File: src/rtl/wtws_pkg.sv
// ----------------------------------------------------------------------------
// wtws_pkg: shared types and constants of the weekly time window scheduler
// Mode and event codes, register indexes, the controller state type and the
// command and status groups that pass between controller and datapath.
// ----------------------------------------------------------------------------
package wtws_pkg;

	localparam int unsigned SecW       = 17;
	localparam int unsigned DayW       = 3;
	localparam int unsigned MaskW      = 7;
	localparam int unsigned ModeW      = 2;
	localparam int unsigned EventW     = 2;
	localparam int unsigned CfgIdxW    = 3;
	localparam int unsigned CfgDataW   = 17;
	localparam int unsigned DaysPerWeek = 7;
	localparam int unsigned PulseSeconds = 5;
	localparam int unsigned DivSteps   = SecW;
	localparam int unsigned StepCntW   = $clog2(DivSteps);

	localparam logic [ModeW-1:0] MODE_START_STOP = 2'd0;
	localparam logic [ModeW-1:0] MODE_ONE_SHOT   = 2'd1;
	localparam logic [ModeW-1:0] MODE_REPEAT     = 2'd2;

	localparam logic [EventW-1:0] EV_NONE = 2'd0;
	localparam logic [EventW-1:0] EV_ON   = 2'd1;
	localparam logic [EventW-1:0] EV_OFF  = 2'd2;

	localparam logic [CfgIdxW-1:0] REG_MODE     = 3'd0;
	localparam logic [CfgIdxW-1:0] REG_START    = 3'd1;
	localparam logic [CfgIdxW-1:0] REG_END      = 3'd2;
	localparam logic [CfgIdxW-1:0] REG_DURATION = 3'd3;
	localparam logic [CfgIdxW-1:0] REG_REPEAT   = 3'd4;
	localparam logic [CfgIdxW-1:0] REG_DAY_MASK = 3'd5;

	localparam logic [SecW-1:0] REPEAT_RESET = 17'd3600;

	typedef enum logic [1:0] {
		ST_IDLE,
		ST_CALC,
		ST_DONE
	} wtws_state_t;

	typedef struct packed {
		logic capture;
		logic step;
		logic finish;
	} wtws_cmd_t;

	typedef struct packed {
		logic out_free;
	} wtws_status_t;

endpackage

File: src/rtl/wtws_if.sv
// ----------------------------------------------------------------------------
// wtws_if: tick and result channels
// Valid/ready channels carrying one tick in and one scheduler result out.
// ----------------------------------------------------------------------------
interface wtws_tick_if;
	import wtws_pkg::*;

	logic            valid;
	logic            ready;
	logic [SecW-1:0] second_of_day;
	logic [DayW-1:0] weekday;

	modport source (output valid, output second_of_day, output weekday, input ready);
	modport sink (input valid, input second_of_day, input weekday, output ready);
endinterface

interface wtws_result_if;
	import wtws_pkg::*;

	logic              valid;
	logic              ready;
	logic              active;
	logic [EventW-1:0] event_res;

	modport source (output valid, output active, output event_res, input ready);
	modport sink (input valid, input active, input event_res, output ready);
endinterface

File: src/rtl/wtws_ctrl.sv
// ----------------------------------------------------------------------------
// wtws_ctrl: scheduler controller
// Sequences tick capture, the serial remainder steps and the final decision.
// ----------------------------------------------------------------------------
module wtws_ctrl (
	input  logic                  clk,
	input  logic                  arst_n,
	input  logic                  in_valid,
	output logic                  in_ready,
	output wtws_pkg::wtws_cmd_t    cmd,
	input  wtws_pkg::wtws_status_t status
);
	import wtws_pkg::*;

	wtws_state_t         state_q;
	wtws_state_t         state_d;
	logic [StepCntW-1:0] cnt_q;
	logic                last_step;

	assign last_step = (cnt_q == StepCntW'(DivSteps - 1));

	always_ff @(posedge clk or negedge arst_n) begin
		if (!arst_n) begin
			state_q <= ST_IDLE;
			cnt_q   <= '0;
		end else begin
			state_q <= state_d;
			if (cmd.capture) begin
				cnt_q <= '0;
			end else if (cmd.step) begin
				cnt_q <= cnt_q + StepCntW'(1);
			end
		end
	end

	// next state
	always_comb begin
		state_d = state_q;
		unique case (state_q)
			ST_IDLE: begin
				if (in_valid) state_d = ST_CALC;
			end
			ST_CALC: begin
				if (last_step) state_d = ST_DONE;
			end
			ST_DONE: begin
				if (status.out_free) state_d = ST_IDLE;
			end
			default: state_d = ST_IDLE;
		endcase
	end

	// outputs
	always_comb begin
		in_ready    = 1'b0;
		cmd.capture = 1'b0;
		cmd.step    = 1'b0;
		cmd.finish  = 1'b0;
		unique case (state_q)
			ST_IDLE: begin
				in_ready    = 1'b1;
				cmd.capture = in_valid;
			end
			ST_CALC: begin
				cmd.step = 1'b1;
			end
			ST_DONE: begin
				cmd.finish = status.out_free;
			end
			default: ;
		endcase
	end

	a_capture_starts_calc: assert property (@(posedge clk) disable iff (!arst_n)
		cmd.capture |=> (state_q == ST_CALC) && (cnt_q == '0))
		else $error("capture did not start the remainder steps");

	a_full_step_count: assert property (@(posedge clk) disable iff (!arst_n)
		(state_q == ST_DONE) && !$past(state_q == ST_DONE) |-> $past(last_step))
		else $error("decision reached before all remainder steps");

endmodule

File: src/rtl/wtws_dp.sv
// ----------------------------------------------------------------------------
// wtws_dp: scheduler datapath
// Configuration registers, tick capture, serial remainder unit, window
// decision, active flag and result register.
// ----------------------------------------------------------------------------
module wtws_dp (
	input  logic                            clk,
	input  logic                            arst_n,
	input  logic                            cfg_we,
	input  logic [wtws_pkg::CfgIdxW-1:0]    cfg_index,
	input  logic [wtws_pkg::CfgDataW-1:0]   cfg_wdata,
	input  logic [wtws_pkg::SecW-1:0]       second_of_day,
	input  logic [wtws_pkg::DayW-1:0]       weekday,
	input  wtws_pkg::wtws_cmd_t              cmd,
	output wtws_pkg::wtws_status_t           status,
	wtws_result_if.source                   result
);
	import wtws_pkg::*;

	// configuration
	logic [ModeW-1:0] mode_q;
	logic [SecW-1:0]  start_q;
	logic [SecW-1:0]  end_q;
	logic [SecW-1:0]  dur_q;
	logic [SecW-1:0]  rep_q;
	logic [MaskW-1:0] mask_q;

	// tick working registers
	logic [SecW-1:0]  now_q;
	logic [DayW-1:0]  day_q;
	logic             dneg_q;
	logic [SecW-1:0]  dvd_q;
	logic [SecW-1:0]  rem_q;

	// result
	logic              active_q;
	logic [EventW-1:0] event_q;
	logic              out_valid_q;

	always_ff @(posedge clk or negedge arst_n) begin
		if (!arst_n) begin
			mode_q  <= MODE_START_STOP;
			start_q <= '0;
			end_q   <= '0;
			dur_q   <= '0;
			rep_q   <= REPEAT_RESET;
			mask_q  <= '0;
		end else if (cfg_we) begin
			unique case (cfg_index)
				REG_MODE:     mode_q  <= cfg_wdata[ModeW-1:0];
				REG_START:    start_q <= cfg_wdata[SecW-1:0];
				REG_END:      end_q   <= cfg_wdata[SecW-1:0];
				REG_DURATION: dur_q   <= cfg_wdata[SecW-1:0];
				REG_REPEAT:   rep_q   <= cfg_wdata[SecW-1:0];
				REG_DAY_MASK: mask_q  <= cfg_wdata[MaskW-1:0];
				default: ;
			endcase
		end
	end

	// magnitude of now - start, sign kept apart
	logic            cap_neg;
	logic [SecW-1:0] cap_mag;
	assign cap_neg = second_of_day < start_q;
	assign cap_mag = cap_neg ? (start_q - second_of_day) : (second_of_day - start_q);

	// one restoring remainder step
	logic [SecW:0] shifted;
	logic          fits;
	assign shifted = {rem_q, dvd_q[SecW-1]};
	assign fits    = shifted >= {1'b0, rep_q};

	always_ff @(posedge clk) begin
		if (cmd.capture) begin
			now_q  <= second_of_day;
			day_q  <= weekday;
			dneg_q <= cap_neg;
			dvd_q  <= cap_mag;
			rem_q  <= '0;
		end else if (cmd.step) begin
			dvd_q <= {dvd_q[SecW-2:0], 1'b0};
			rem_q <= fits ? SecW'(shifted - {1'b0, rep_q}) : shifted[SecW-1:0];
		end
	end

	// weekday enables
	logic [DayW-1:0] yday;
	logic            en_today;
	logic            en_yday;
	assign en_today = (day_q < DayW'(DaysPerWeek)) && mask_q[day_q];
	assign yday     = (day_q == '0) ? DayW'(DaysPerWeek - 1) : (day_q - DayW'(1));
	assign en_yday  = mask_q[yday];

	// window decision
	logic            tgt_set;
	logic            tgt_val;
	logic [SecW:0]   pulse_end;
	assign pulse_end = {1'b0, start_q} + (SecW + 1)'(PulseSeconds);

	always_comb begin
		tgt_set = 1'b0;
		tgt_val = 1'b0;
		unique case (mode_q)
			MODE_START_STOP: begin
				if (end_q >= start_q) begin
					if (en_today) begin
						if (start_q > now_q && end_q >= now_q) begin
							tgt_set = 1'b1;
							tgt_val = 1'b0;
						end
						if (start_q <= now_q && end_q > now_q) begin
							tgt_set = 1'b1;
							tgt_val = 1'b1;
						end
						if (start_q <= now_q && end_q < now_q) begin
							tgt_set = 1'b1;
							tgt_val = 1'b0;
						end
					end
				end else begin
					if (en_yday) begin
						if (start_q >= now_q && end_q > now_q) begin
							tgt_set = 1'b1;
							tgt_val = 1'b1;
						end
						if (start_q >= now_q && end_q < now_q) begin
							tgt_set = 1'b1;
							tgt_val = 1'b0;
						end
					end
					if (en_today && start_q <= now_q && end_q < now_q) begin
						tgt_set = 1'b1;
						tgt_val = 1'b1;
					end
				end
			end
			MODE_ONE_SHOT: begin
				tgt_set = 1'b1;
				tgt_val = en_today && (start_q <= now_q) && (pulse_end >= {1'b0, now_q});
			end
			MODE_REPEAT: begin
				// truncated remainder lies in [0, duration) exactly when inside a window
				tgt_set = 1'b1;
				tgt_val = (rep_q != '0) && en_today && (!dneg_q || rem_q == '0)
					&& (rem_q < dur_q);
			end
			default: ;
		endcase
	end

	assign status.out_free = !out_valid_q || result.ready;

	always_ff @(posedge clk or negedge arst_n) begin
		if (!arst_n) begin
			active_q    <= 1'b0;
			out_valid_q <= 1'b0;
		end else if (cmd.finish) begin
			out_valid_q <= 1'b1;
			if (tgt_set) active_q <= tgt_val;
		end else if (result.ready) begin
			out_valid_q <= 1'b0;
		end
	end

	always_ff @(posedge clk) begin
		if (cmd.finish) begin
			if (tgt_set && tgt_val && !active_q) begin
				event_q <= EV_ON;
			end else if (tgt_set && !tgt_val && active_q) begin
				event_q <= EV_OFF;
			end else begin
				event_q <= EV_NONE;
			end
		end
	end

	assign result.valid     = out_valid_q;
	assign result.active    = active_q;
	assign result.event_res = event_q;

	a_on_event_active: assert property (@(posedge clk) disable iff (!arst_n)
		out_valid_q && event_q == EV_ON |-> active_q)
		else $error("activate event with flag low");

	a_off_event_inactive: assert property (@(posedge clk) disable iff (!arst_n)
		out_valid_q && event_q == EV_OFF |-> !active_q)
		else $error("deactivate event with flag high");

	a_finish_loads_result: assert property (@(posedge clk) disable iff (!arst_n)
		cmd.finish |=> out_valid_q)
		else $error("finished tick left no result");

	a_flag_only_on_finish: assert property (@(posedge clk) disable iff (!arst_n)
		!cmd.finish |=> $stable(active_q))
		else $error("active flag changed outside a decision");

endmodule

File: src/rtl/weekly_time_window_scheduler.sv
// ----------------------------------------------------------------------------
// weekly_time_window_scheduler: weekday time-of-day scheduler
// Decides per tick whether a schedule output is on, in start/stop, one-shot
// or repeating-window mode, and reports activate and deactivate events.
// ----------------------------------------------------------------------------
//  channel  | direction | handshake        | payload
//  ---------+-----------+------------------+--------------------------------
//  tick     | in        | valid / ready    | second_of_day[16:0], weekday[2:0]
//  result   | out       | valid / ready    | active, event_res[1:0]
//  cfg      | in        | cfg_we (no wait) | cfg_index[2:0], cfg_wdata[16:0]
//
// a tick runs through acceptance, 17 steps of the serial remainder unit
// (one quotient bit per cycle) and the decision
// the remainder unit runs in every mode, so the tick time does not depend on data
// the result sits in an output register: the next tick is accepted while it
// waits; a decision waits only if the previous result is still not taken
// reset clears the active flag and loads the register reset values at once
// ----------------------------------------------------------------------------
module weekly_time_window_scheduler (
	input  logic                          clk,
	input  logic                          arst_n,
	input  logic                          cfg_we,
	input  logic [wtws_pkg::CfgIdxW-1:0]  cfg_index,
	input  logic [wtws_pkg::CfgDataW-1:0] cfg_wdata,
	wtws_tick_if.sink                     tick,
	wtws_result_if.source                 result
);
	import wtws_pkg::*;

	// command and status between controller and datapath
	wtws_cmd_t    cmd;
	wtws_status_t status;

	// controller owns the tick handshake, payload goes straight to the datapath
	wtws_ctrl u_ctrl (
		.clk      (clk),
		.arst_n   (arst_n),
		.in_valid (tick.valid),
		.in_ready (tick.ready),
		.cmd      (cmd),
		.status   (status)
	);

	// datapath holds configuration, remainder unit, flag and result register
	wtws_dp u_dp (
		.clk           (clk),
		.arst_n        (arst_n),
		.cfg_we        (cfg_we),
		.cfg_index     (cfg_index),
		.cfg_wdata     (cfg_wdata),
		.second_of_day (tick.second_of_day),
		.weekday       (tick.weekday),
		.cmd           (cmd),
		.status        (status),
		.result        (result)
	);

endmodule

File: src/flat_wrapper.sv
// flat-port wrapper written by rule: the top's interface ports become plain ports
module weekly_time_window_scheduler_flat import wtws_pkg::*;
  (clk, arst_n, cfg_we, cfg_index, cfg_wdata, tick_valid, tick_second_of_day, tick_weekday, tick_ready, result_valid, result_active, result_event_res, result_ready);
  wtws_tick_if tick_i ();
  wtws_result_if result_i ();
  input  logic clk;
  input  logic arst_n;
  input  logic cfg_we;
  input  logic [wtws_pkg::CfgIdxW-1:0] cfg_index;
  input  logic [wtws_pkg::CfgDataW-1:0] cfg_wdata;
  input wire logic [$bits(tick_i.valid)-1:0] tick_valid;
  input wire logic [$bits(tick_i.second_of_day)-1:0] tick_second_of_day;
  input wire logic [$bits(tick_i.weekday)-1:0] tick_weekday;
  output wire logic [$bits(tick_i.ready)-1:0] tick_ready;
  output wire logic [$bits(result_i.valid)-1:0] result_valid;
  output wire logic [$bits(result_i.active)-1:0] result_active;
  output wire logic [$bits(result_i.event_res)-1:0] result_event_res;
  input wire logic [$bits(result_i.ready)-1:0] result_ready;
  assign tick_i.valid = tick_valid;
  assign tick_i.second_of_day = tick_second_of_day;
  assign tick_i.weekday = tick_weekday;
  assign tick_ready = tick_i.ready;
  assign result_valid = result_i.valid;
  assign result_active = result_i.active;
  assign result_event_res = result_i.event_res;
  assign result_i.ready = result_ready;
  weekly_time_window_scheduler u_core (.clk(clk), .arst_n(arst_n), .cfg_we(cfg_we), .cfg_index(cfg_index), .cfg_wdata(cfg_wdata), .tick(tick_i), .result(result_i));
endmodule
File: config.mk
export PLATFORM = sky130hd
export DESIGN_NAME = weekly_time_window_scheduler_flat
export DESIGN_NICKNAME = d
export VERILOG_FILES = /design/src/rtl/wtws_pkg.sv /design/src/rtl/wtws_if.sv /design/src/rtl/wtws_ctrl.sv /design/src/rtl/wtws_dp.sv /design/src/rtl/weekly_time_window_scheduler.sv /design/src/flat_wrapper.sv
export SDC_FILE = /design/constraint.sdc
export NUM_CORES = 1
export LEC_CHECK = 0
export ABC_AREA = 1
export BUFFER_PORTS_ARGS = -buffer_cell sky130_fd_sc_hd__buf_2
export CAP_MARGIN = 20
export CORE_MARGIN = 3
export CORE_UTILIZATION = 25
export CTS_CLUSTER_DIAMETER = 40
export DETAILED_ROUTE_END_ITERATION = 8
export PLACE_DENSITY_LB_ADDON = 0.12
export SYNTH_ARGS = -nofsm -noshare
export SYNTH_HDL_FRONTEND = slang
export SYNTH_SLANG_ARGS = --single-unit
File: constraint.sdc
create_clock -name clk -period 2.9 [get_ports clk]
set_input_delay 0.87 -clock clk [delete_from_list [all_inputs] [get_ports clk]]
set_output_delay 0.87 -clock clk [all_outputs]
set_load 0.01 [all_outputs]
==> results of run 1 <==
==> per-stage QoR <==
step           cells  power, mW
6_report        2161      11.24
3_5_place_dp    2114      8.873
3_3_place_gp    2114      8.869
5_1_grt         2161      12.38
4_1_cts         2152      11.30
2_1_floorplan   1413      6.838
==> flip-flops by register name, indices dropped and copies added (netlist names), 3 cells and up <==
name,count
u_core.u_dp.mask_q,7
u_core.u_dp.rep_q,17
u_core.u_dp.day_q,3
u_core.u_dp.rem_q,17
u_core.u_dp.now_q,17
u_core.u_dp.dur_q,17
u_core.u_dp.dvd_q,17
u_core.u_dp.end_q,17
u_core.u_ctrl.cnt_q,5
u_core.u_dp.start_q,17
==> area by class of cell <==
type | count | area [um^2] | share of cell area
Clock inverter | 15 | 160.2 | 0.01187
Tap cell | 539 | 674.4 | 0.04997
Clock buffer | 17 | 425.4 | 0.03152
Sequential cell | 143 | 3699 | 0.2741
Inverter | 223 | 842.1 | 0.06240
Timing Repair Buffer | 202 | 1454 | 0.1077
Multi-Input combinational cell | 1022 | 6241 | 0.4625
==> worst max-delay path by stage <==
stage | startpoint | to | slack (ns) | depth (start not counted)
final | u_core.u_dp.start_q[1] | u_core.u_dp.result.event_res[0] | -0.11 | 22
after global routing | u_core.u_dp.start_q[1] | u_core.u_dp.result.event_res[0] | -0.38 | 22
after CTS | u_core.u_dp.start_q[0] | u_core.u_dp.result.event_res[0] | -0.20 | 21
after detailed placement | u_core.u_dp.start_q[1] | u_core.u_dp.result.event_res[0] | -0.25 | 21
after global placement | u_core.u_dp.start_q[1] | u_core.u_dp.result.event_res[0] | -0.25 | 21
after floorplan | u_core.u_dp.start_q[1] | u_core.u_dp.result.event_res[0] | 0.05 | 20
==> what timing repair did <==
action	in CTS	in global routing
resized for setup	14	25
setup buffers	6	9
setup endpoints to repair	3	23
pin swaps	11	16
==> layout by cell type, fill, tap and decap left out, types with 31 or more instances in the layout <==
cell	instances
inv_1	218
ha_1	142
nand2_1	353
nand3_1	52
o21ai_0	139
buf_2	48
edfxtp_1	40
dfrtp_1	82
nor2_1	62
xor2_1	31
buf_4	148
a21oi_1	98
==> power groups by stage <==
| stage | logic (mW) | registers (mW) | clock network (mW) |
|---|---|---|---|
| final | 5.75 | 3.22 | 2.27 |
| after global routing | 6.66 | 3.30 | 2.42 |
| after CTS | 5.71 | 3.22 | 2.37 |
| after detailed placement | 5.62 | 3.25 | 0 |
| after global placement | 5.61 | 3.26 | 0 |
| after floorplan | 3.75 | 3.09 | 0 |
==> per-layer routing <==
| layer | global-route usage | vias up | wire, um |
|---|---|---|---|
| li1 | - | 5070 | - |
| met4 | 0.03988 | 0 | 474 |
| met2 | 0.2376 | 136 | 14510 |
| met5 | 0 | - | 0 |
| met3 | 0.02516 | 27 | 1045 |
| met1 | 0.2389 | 4568 | 18900 |
==> cells by family after synthesis <==
family / count (synthesis) / share of synthesized area
AO/OA/AOI/OAI: 295 / 0.1485
AND/OR/NAND/NOR: 542 / 0.2152
adder cells (fa/ha/maj): 146 / 0.1720
XOR/XNOR: 39 / 0.03177
buffers and inverters: 248 / 0.08856
flip-flops: 143 / 0.3440
==> worst max-delay path: cells and delay by family, from the launching register on <==
kind | cells | cell delay (ns)
buffers and inverters | 2 | 0.18
XOR/XNOR | 1 | 0.16
AO/OA/AOI/OAI | 2 | 0.24
flip-flops | 1 | 0.36
adder cells (fa/ha/maj) | 2 | 0.41
AND/OR/NAND/NOR | 15 | 1.43
==> reports/qor.csv, run 1 <==
stage,metric,value,unit
status,status,"complete, but fails checks",
status,violated checks,setup timing,
detailed_routing,post-route ant nets,0,
global_route,initial antenna violation count,2,
synthesis,Synth Flop Type,dfrtp_1,
synthesis,"Warnings, synthesis",0,
sta,Max Clock Skew,0.01255,ns
global_route,total track usage,0.1589,
detailed_routing,routed length per placed instance,16.17,um
synthesis,most frequent cells after synthesis,"nand2_1, inv_1, o21ai_0",
sta,maximum clock rate,332.2,MHz
final_layout,ANT cells,0,
power,maximum VDD drop,415.6,uV
placed_design,gpl congestion,0.9083,
synthesis,Mapped Cells,1413,
final_layout,layout cell share with drive strength beyond 1,0.1720,
final_layout,FILL cells,4578,
clock_network,CTS tree,yes,
detailed_routing,Pre-antenna DRT Iters,5,
critical_path,Crit-path slowest cell,dfrtp_1,
clock_network,clock slew at reported path FFs,0.07,ns
power,leakage,6.899,nW
placed_design,worst slack at placement,-0.2509,ns
power,Logic pwr share,0.512,
power,Seq pwr share,0.286,
sta,Worst slew margin,0.4914,
global_route,global-route wire length before repair,55300,um
critical_path,worst reg2reg setup slack,-0.11,ns
floorplanning,die height,213.4,um
critical_path,critical path class,reg2reg,
placed_design,Post-DP HPWL,28300,um
final_layout,Finished Core Util,0.3196,
sta,worst hold slack,0.4245,ns
critical_path,arrival time worst endpoint,3.22,ns
clock_network,total CTS buffers,17,
global_route,largest net degree at the start of global routing,40,
sta,Worst-Margin Slew,0.7559,ns
synthesis,Post-Syn Area,0.01075,mm^2
critical_path,CP most frequent cell,nand2_1,
detailed_routing,total wire length,34940,um
power,Sw Share,0.4342,
final_layout,final non-filler cell area,0.01350,mm^2
critical_path,type of origin of the critical path,flip-flop,
clock_network,Clock Path Buffers,2,
critical_path,required time of the critical path,3.12,ns
sta,# setup viols final,3,
synthesis,post-synth top area cell,dfrtp_1,
worst_hold_path,min-delay worst type,in2async,
sta,RSZ-0062 raised after global routing,yes,
floorplanning,die width,213.4,um
floorplanning,core footprint,0.04223,mm^2
detailed_routing,post-DR vias/cell,4.535,
critical_path,reg-to-reg endpoint,u_core.u_dp.result.event_res[0],
critical_path,R2R Path Start,u_core.u_dp.start_q[1],
synthesis,register area share after synthesis,0.3440,
detailed_routing,DRT iter0 DRCs,601,
synthesis,number of synthesized register bits,143,
sta,Fin. Hold Viols,0,
power,Clock Power Share,0.202,
global_route,vias in the first global route,9692,
placed_design,placed cell areas,0.01265,mm^2
sta,final setup TNS,-0.1338,ns
clock_network,CTS Hold Bufs,0,
global_route,GRT Residual Overflow,0,
floorplanning,Initial Util,0.2546,
detailed_routing,Post-route DRC,0,
clock_network,CTS Root Cell,clkbuf_16,
synthesis,Syn Area/Cell,7.609,um^2
synthesis,synth top area cells,"dfrtp_1, ha_1, nand2_1, edfxtp_1, inv_1",
critical_path,Critical Path Sink Type,flip-flop,
critical_path,FF-to-FF path depth,22,
synthesis,Synth top area share,0.1909,
sta,max-slew violations,0,
placed_design,port bufs,49,
clock_network,clock sink count,143,
sta,Final Critical Period,3.010,ns
critical_path,cell breakdown of the critical path,"buf_6, ha_4, o21ai_4, nor3_4, nand3_2, nor3_4, nand3_2, xor2_1, inv_1, ha_1, nand2_1, nor2_1, a211oi_1, nand2_1, nand2_1, nand2_1, nand2_1, nand2_2, nand2_2, nand3_4, nand3_2, nor2_2",
power,Power Dens Cells,833.1,mW/mm^2
power,cell internal pwr,6.361,mW
synthesis,"Distinct cells, synth",58,
clock_network,Clock Latency Late Sink,0.45,ns
synthesis,most common cell in the netlist,nand2_1,
clock_network,H-tree Lvls,4,
floorplanning,FP Rows,75,
sta,fin crit share,1.038,
detailed_routing,routed vias,9801,
synthesis,syn nets,1604,
critical_path,crit path max fanout,3,
run,max-cap viol count,0,
floorplanning,num ports,50,
final_layout,"Area growth, synth to finish",25.52,%
floorplanning,full die area,0.04553,mm^2
synthesis,async set-reset flop share out of synthesis,0.6014,
final_layout,"Net count, final",1800,
power,switching pwr,4.882,mW
sta,final worst setup slack,-0.1098,ns
critical_path,"Largest stage delay, worst path",0.36,ns
synthesis,Post-synth EDFFs,40,
No activity file was read; power rests on OpenSTA's default activity.
==> inputs of run 2 (changes only) <==
--- a/config.mk
+++ b/config.mk
@@ -8,6 +8,9 @@
 export ABC_AREA = 1
 export BUFFER_PORTS_ARGS = -buffer_cell sky130_fd_sc_hd__buf_2
 export CAP_MARGIN = 20
+export CELL_PAD_IN_SITES_DETAIL_PLACEMENT = 1
+export CELL_PAD_IN_SITES_GLOBAL_PLACEMENT = 2
+export CORE_ASPECT_RATIO = 0.75
 export CORE_MARGIN = 3
 export CORE_UTILIZATION = 25
 export CTS_CLUSTER_DIAMETER = 40
==> reports/qor.csv, run 2 (synthesized netlist as in run 1, its figures left out) <==
stage,metric,value,unit
critical_path,arrival time worst endpoint,3.47,ns
floorplanning,full die area,0.04556,mm^2
floorplanning,core footprint,0.04229,mm^2
final_layout,"Area growth, synth to finish",27.32,%
clock_network,Clock Latency Late Sink,0.46,ns
global_route,global-route wire length before repair,61810,um
clock_network,H-tree Lvls,4,
global_route,total track usage,0.1786,
detailed_routing,Pre-antenna DRT Iters,5,
sta,fin crit share,1.124,
placed_design,gpl congestion,0.7991,
detailed_routing,metal3 WL,1196,um
floorplanning,Initial Util,0.2542,
critical_path,R2R Path Start,u_core.u_dp.start_q[0],
critical_path,required time of the critical path,3.11,ns
detailed_routing,routed length per placed instance,17.94,um
final_layout,ANT cells,0,
detailed_routing,post-DR vias/cell,4.546,
global_route,vias in the first global route,10216,
critical_path,critical path class,reg2reg,
clock_network,Clock Path Buffers,2,
sta,# setup viols final,3,
critical_path,worst reg2reg setup slack,-0.36,ns
placed_design,worst slack at placement,-0.4754,ns
status,violated checks,setup timing,
final_layout,"commonest non-fill, non-tap cell in the layout",nand2_1,
sta,Worst-Margin Slew,0.6431,ns
global_route,largest net degree at the start of global routing,38,
final_layout,layout cell share with drive strength beyond 1,0.1870,
clock_network,clock sink count,143,
floorplanning,die height,185.6,um
critical_path,Worst Setup SP,u_core.u_dp.start_q[0],
detailed_routing,total wire length,39550,um
detailed_routing,metal1 wirelength,22890,um
global_route,initial antenna violation count,0,
final_layout,most frequent cells in the layout,"nand2_1, inv_1, buf_4, o21ai_0, ha_1",
sta,final setup TNS,-0.9625,ns
power,Power Dens Cells,859.9,mW/mm^2
floorplanning,die width,245.5,um
sta,RSZ-0062 raised after global routing,yes,
detailed_routing,Post-route DRC,0,
floorplanning,num ports,50,
sta,Worst slew margin,0.5673,
final_layout,Finished Core Util,0.3237,
clock_network,clock slew at reported path FFs,0.07,ns
detailed_routing,DR WL met2,15280,um
worst_hold_path,min-delay worst type,in2async,
final_layout,"Net count, final",1814,
critical_path,crit path max fanout,3,
power,maximum VDD drop,432.5,uV
placed_design,Post-DP HPWL,32070,um
power,leakage,6.989,nW
status,status,"complete, but fails checks",
detailed_routing,post-route ant nets,0,
sta,Max Clock Skew,0.01677,ns
critical_path,type of origin of the critical path,flip-flop,
final_layout,multi-input logic area,0.006281,mm^2
sta,final worst setup slack,-0.3582,ns
placed_design,port bufs,49,
critical_path,FF-to-FF path depth,23,
clock_network,CTS tree,yes,
sta,maximum clock rate,306.9,MHz
sta,max-slew violations,0,
run,max-cap viol count,0,
clock_network,CTS Root Cell,clkbuf_16,
detailed_routing,DRT iter0 DRCs,493,
power,Tot Pwr,11.77,mW
clock_network,CTS Hold Bufs,0,
final_layout,FILL cells,5173,
sta,Final Critical Period,3.258,ns
clock_network,total CTS buffers,17,
detailed_routing,max layer used,met4,
final_layout,FF/Latch Area,0.003700,mm^2
sta,Fin. Hold Viols,0,
global_route,GRT Residual Overflow,0,
detailed_routing,routed vias,10024,
critical_path,Critical Path Sink Type,flip-flop,
floorplanning,FP Rows,65,
## run 2: metrics by stage
stage / std cells / hold slack [ns] / instance area (um^2)
2_1_floorplan: 1413 / 0.4530 / 10760
3_3_place_gp: 2158 / 0.4674 / 12780
3_5_place_dp: 2158 / 0.4775 / 12780
4_1_cts: 2196 / 0.3586 / 13500
5_1_grt: 2205 / 0.3756 / 13690
6_report: 2205 / 0.3713 / 13690
## run 2: layout make-up
cell class | count | share of cell area
flip-flops and latches | 143 | 0.2703
repair buffers | 216 | 0.1130
well taps | 569 | 0.05201
inverters | 223 | 0.06151
clock inverters | 13 | 0.009688
clock buffers | 19 | 0.03473
multi-input cells | 1022 | 0.4588
## run 2: critical path, cell delays in order (launching register included)
cell and delay (ns):
dfrtp_1 0.41, buf_4 0.14, ha_2 0.19, o21ai_4 0.08, nor3_4 0.22, nand3_2 0.16, nor3_4 0.24, nand3_2 0.12
xor2_1 0.18, inv_1 0.06, ha_1 0.28, nand2_2 0.06, buf_4 0.13, nor2_1 0.08, nand2_1 0.06, nand2_1 0.07
nand2_1 0.04, nand2_1 0.06, nand2_1 0.07, nand2_2 0.09, nand2_2 0.07, nand3_4 0.09, buf_6 0.10, nor3_4 0.03
## run 2: repair_timing
action                                  4_1_cts  5_1_grt
endpoints found under the setup margin        4       29
resized for setup                            16       33
pin swaps                                     9       13
buffers inserted                              6        9
## run 2: path summary, 6_finish.rpt
kind	endpoint
setup / recovery	u_core.u_dp.result.event_res[1]
max in group asynchronous	u_core.u_dp.rep_q[4]
min in group clk	u_core.u_dp.dur_q[3]
hold / removal	u_core.u_dp.rep_q[14]
hold reg to reg	u_core.u_dp.dur_q[3]
setup reg to reg	u_core.u_dp.result.event_res[1]
## run 2: report_power, final
| part | total, mW | internal [mW] | switching (mW) |
|---|---|---|---|
| registers | 3.20 | 2.73 | 0.473 |
| logic | 6.22 | 2.48 | 3.74 |
| clock network | 2.35 | 1.25 | 1.10 |
| total | 11.8 | 6.45 | 5.32 |
## run 2: metal layers
layer / vias to the layer above / GRT usage
met1: 4802 / 0.2864
li1: 5095 / -
met3: 15 / 0.03096
met4: 0 / 0.02337
met2: 112 / 0.2502
met5: - / 0
==> inputs of run 3 (changes only) <==
--- a/config.mk
+++ b/config.mk
@@ -11,10 +11,10 @@
 export CELL_PAD_IN_SITES_DETAIL_PLACEMENT = 1
 export CELL_PAD_IN_SITES_GLOBAL_PLACEMENT = 2
 export CORE_ASPECT_RATIO = 0.75
-export CORE_MARGIN = 3
 export CORE_UTILIZATION = 25
 export CTS_CLUSTER_DIAMETER = 40
 export DETAILED_ROUTE_END_ITERATION = 8
+export HOLD_SLACK_MARGIN = 0.02
 export PLACE_DENSITY_LB_ADDON = 0.12
 export SYNTH_ARGS = -nofsm -noshare
 export SYNTH_HDL_FRONTEND = slang
==> reports/qor.csv, run 3 (synthesized netlist as in run 1, its figures left out) <==
stage,metric,value,unit
sta,fin crit share,1.051,
critical_path,Worst Setup SP,u_core.u_dp.start_q[0],
floorplanning,Initial Util,0.2547,
sta,Fin. Hold Viols,0,
power,Clock Power Share,0.200,
clock_network,clock slew at reported path FFs,0.07,ns
critical_path,worst reg2reg setup slack,-0.15,ns
final_layout,"commonest non-fill, non-tap cell in the layout",nand2_1,
power,Tot Pwr,11.58,mW
clock_network,CTS Hold Bufs,0,
floorplanning,core footprint,0.04221,mm^2
sta,# setup viols final,3,
detailed_routing,post-DR vias/cell,4.490,
clock_network,Clock Path Buffers,2,
final_layout,most frequent cells in the layout,"nand2_1, inv_1, ha_1, o21ai_0, buf_4",
critical_path,R2R Path Start,u_core.u_dp.start_q[0],
detailed_routing,DRT iter0 DRCs,511,
power,leakage,6.881,nW
critical_path,reg-to-reg endpoint,u_core.u_dp.result.event_res[0],
sta,maximum clock rate,328.2,MHz
power,Seq pwr share,0.279,
power,Sw Share,0.4519,
detailed_routing,total wire length,38860,um
sta,Final Critical Period,3.047,ns
placed_design,gpl congestion,0.7990,
critical_path,required time of the critical path,3.10,ns
critical_path,FF-to-FF path depth,21,
clock_network,CTS tree,yes,
global_route,met2 Track Usage GR,0.2480,
worst_hold_path,min-delay worst type,in2async,
global_route,total track usage,0.1853,
critical_path,critical path class,reg2reg,
power,switching pwr,5.234,mW
sta,Worst slew margin,0.5643,
clock_network,Clock Latency Late Sink,0.45,ns
sta,max-slew violations,0,
global_route,largest net degree at the start of global routing,40,
sta,Worst-Margin Slew,0.6467,ns
power,maximum VDD drop,428.8,uV
global_route,global-route wire length before repair,60850,um
final_layout,"Area growth, synth to finish",25.82,%
sta,final setup TNS,-0.2852,ns
critical_path,type of origin of the critical path,flip-flop,
detailed_routing,post-route ant nets,0,
floorplanning,die width,241.5,um
detailed_routing,Post-route DRC,0,
floorplanning,full die area,0.04385,mm^2
global_route,GRT Residual Overflow,0,
status,violated checks,setup timing,
floorplanning,FP Rows,65,
detailed_routing,routed length per placed instance,17.79,um
detailed_routing,Pre-antenna DRT Iters,4,
final_layout,"Net count, final",1793,
sta,final worst setup slack,-0.1470,ns
power,Logic pwr share,0.521,
critical_path,crit path max fanout,3,
global_route,met1 Resource Use GR,0.3071,
status,status,"complete, but fails checks",
floorplanning,die height,181.6,um
sta,Max Clock Skew,0.01355,ns
detailed_routing,routed vias,9806,
clock_network,CTS Root Cell,clkbuf_16,
critical_path,arrival time worst endpoint,3.25,ns
final_layout,ANT cells,0,
global_route,gr busiest metal,met1,
clock_network,total CTS buffers,17,
floorplanning,num ports,50,
global_route,GR Util met3,0.02113,
run,max-cap viol count,0,
power,cell internal pwr,6.347,mW
final_layout,final non-filler cell area,0.01353,mm^2
clock_network,H-tree Lvls,4,
critical_path,Critical Path Sink Type,flip-flop,
global_route,vias in the first global route,10074,
clock_network,clock sink count,143,
final_layout,layout cell share with drive strength beyond 1,0.1771,
power,Power Dens Cells,856.1,mW/mm^2
placed_design,port bufs,49,
sta,RSZ-0062 raised after global routing,yes,
placed_design,placed cell areas,0.01268,mm^2
global_route,initial antenna violation count,0,
placed_design,Post-DP HPWL,31360,um
==> run 3: cell types whose count changed in the layout (fill, tap and decap cells not counted), sizes merged <==
| cell | delta |
|---|---|
| bufinv | +1 |
| clkinv | +1 |
| clkbuf | -2 |
| buf | -21 |
==> run 3: worst max-delay path by stage <==
stage	depth (start not counted)	end
2_1_floorplan	20	u_core.u_dp.result.event_res[0]
3_3_place_gp	14	u_core.u_dp.dvd_q[12]
3_5_place_dp	22	u_core.u_dp.result.event_res[0]
4_1_cts	22	u_core.u_dp.result.event_res[0]
5_1_grt	21	u_core.u_dp.result.event_res[0]
6_report	21	u_core.u_dp.result.event_res[0]
==> run 3: worst max-delay path, stage by stage (launching register included) <==
cell	delay, ns
dfrtp_1	0.41
buf_6	0.13
inv_4	0.03
o21ai_4	0.16
nand3_2	0.12
nor4_2	0.15
buf_4	0.18
nand2_4	0.07
nor3_4	0.14
xor2_1	0.18
ha_1	0.29
buf_6	0.13
a211oi_2	0.18
nand2_1	0.08
nand2_1	0.08
nand2_2	0.06
nand2_2	0.08
nand2_4	0.07
nand2_4	0.07
nand3_4	0.07
nand3_1	0.09
nor2_1	0.04
==> run 3: timing repair <==
action                                  4_1_cts  5_1_grt
resized for setup                            23       30
buffers inserted                              5        2
endpoints found under the setup margin        4       22
endpoints found under the hold margin         0        0
pin swaps                                    10        9
==> run 3: metal layers <==
| layer | vias to the layer above | part of all wire |
|---|---|---|
| li1 | 5044 | - |
| met1 | 4651 | 0.60 |
| met2 | 94 | 0.38 |
| met3 | 17 | 0.021 |
| met4 | 0 | 0.0068 |
| met5 | - | 0 |
==> run 3: through the flow <==
| stage | setup WS (ns) | util | cells | hold slack (ns) |
|---|---|---|---|---|
| floorplan | 0.04701 | - | 1413 | 0.4530 |
| global placement | -0.3274 | 0.3005 | 2145 | 0.4692 |
| detailed placement | -0.3665 | 0.3005 | 2145 | 0.4740 |
| CTS | -0.1869 | 0.3177 | 2182 | 0.4246 |
| global route | -0.3769 | 0.3205 | 2184 | 0.4497 |
| finish | -0.1470 | 0.3205 | 2184 | 0.4169 |
==> run 3: power by group through the flow <==
stage                     logic (mW)  clock network, mW  registers, mW
final                           6.03               2.31           3.23
after global routing            6.90               2.47           3.32
after CTS                       6.00               2.40           3.24
after detailed placement        5.90                  0           3.26
after global placement          5.82                  0           3.26
after floorplan                 3.75                  0           3.09
==> run 3: final cells by class <==
| type | instances | area, um^2 |
|---|---|---|
| Clock buffer | 17 | 425.4 |
| Clock inverter | 15 | 171.4 |
| Fill cell | 5092 | 28680 |
| Inverter | 223 | 844.6 |
| Multi-Input combinational cell | 1022 | 6279 |
| Sequential cell | 143 | 3700 |
| Tap cell | 569 | 711.9 |
| Timing Repair Buffer | 195 | 1396 |
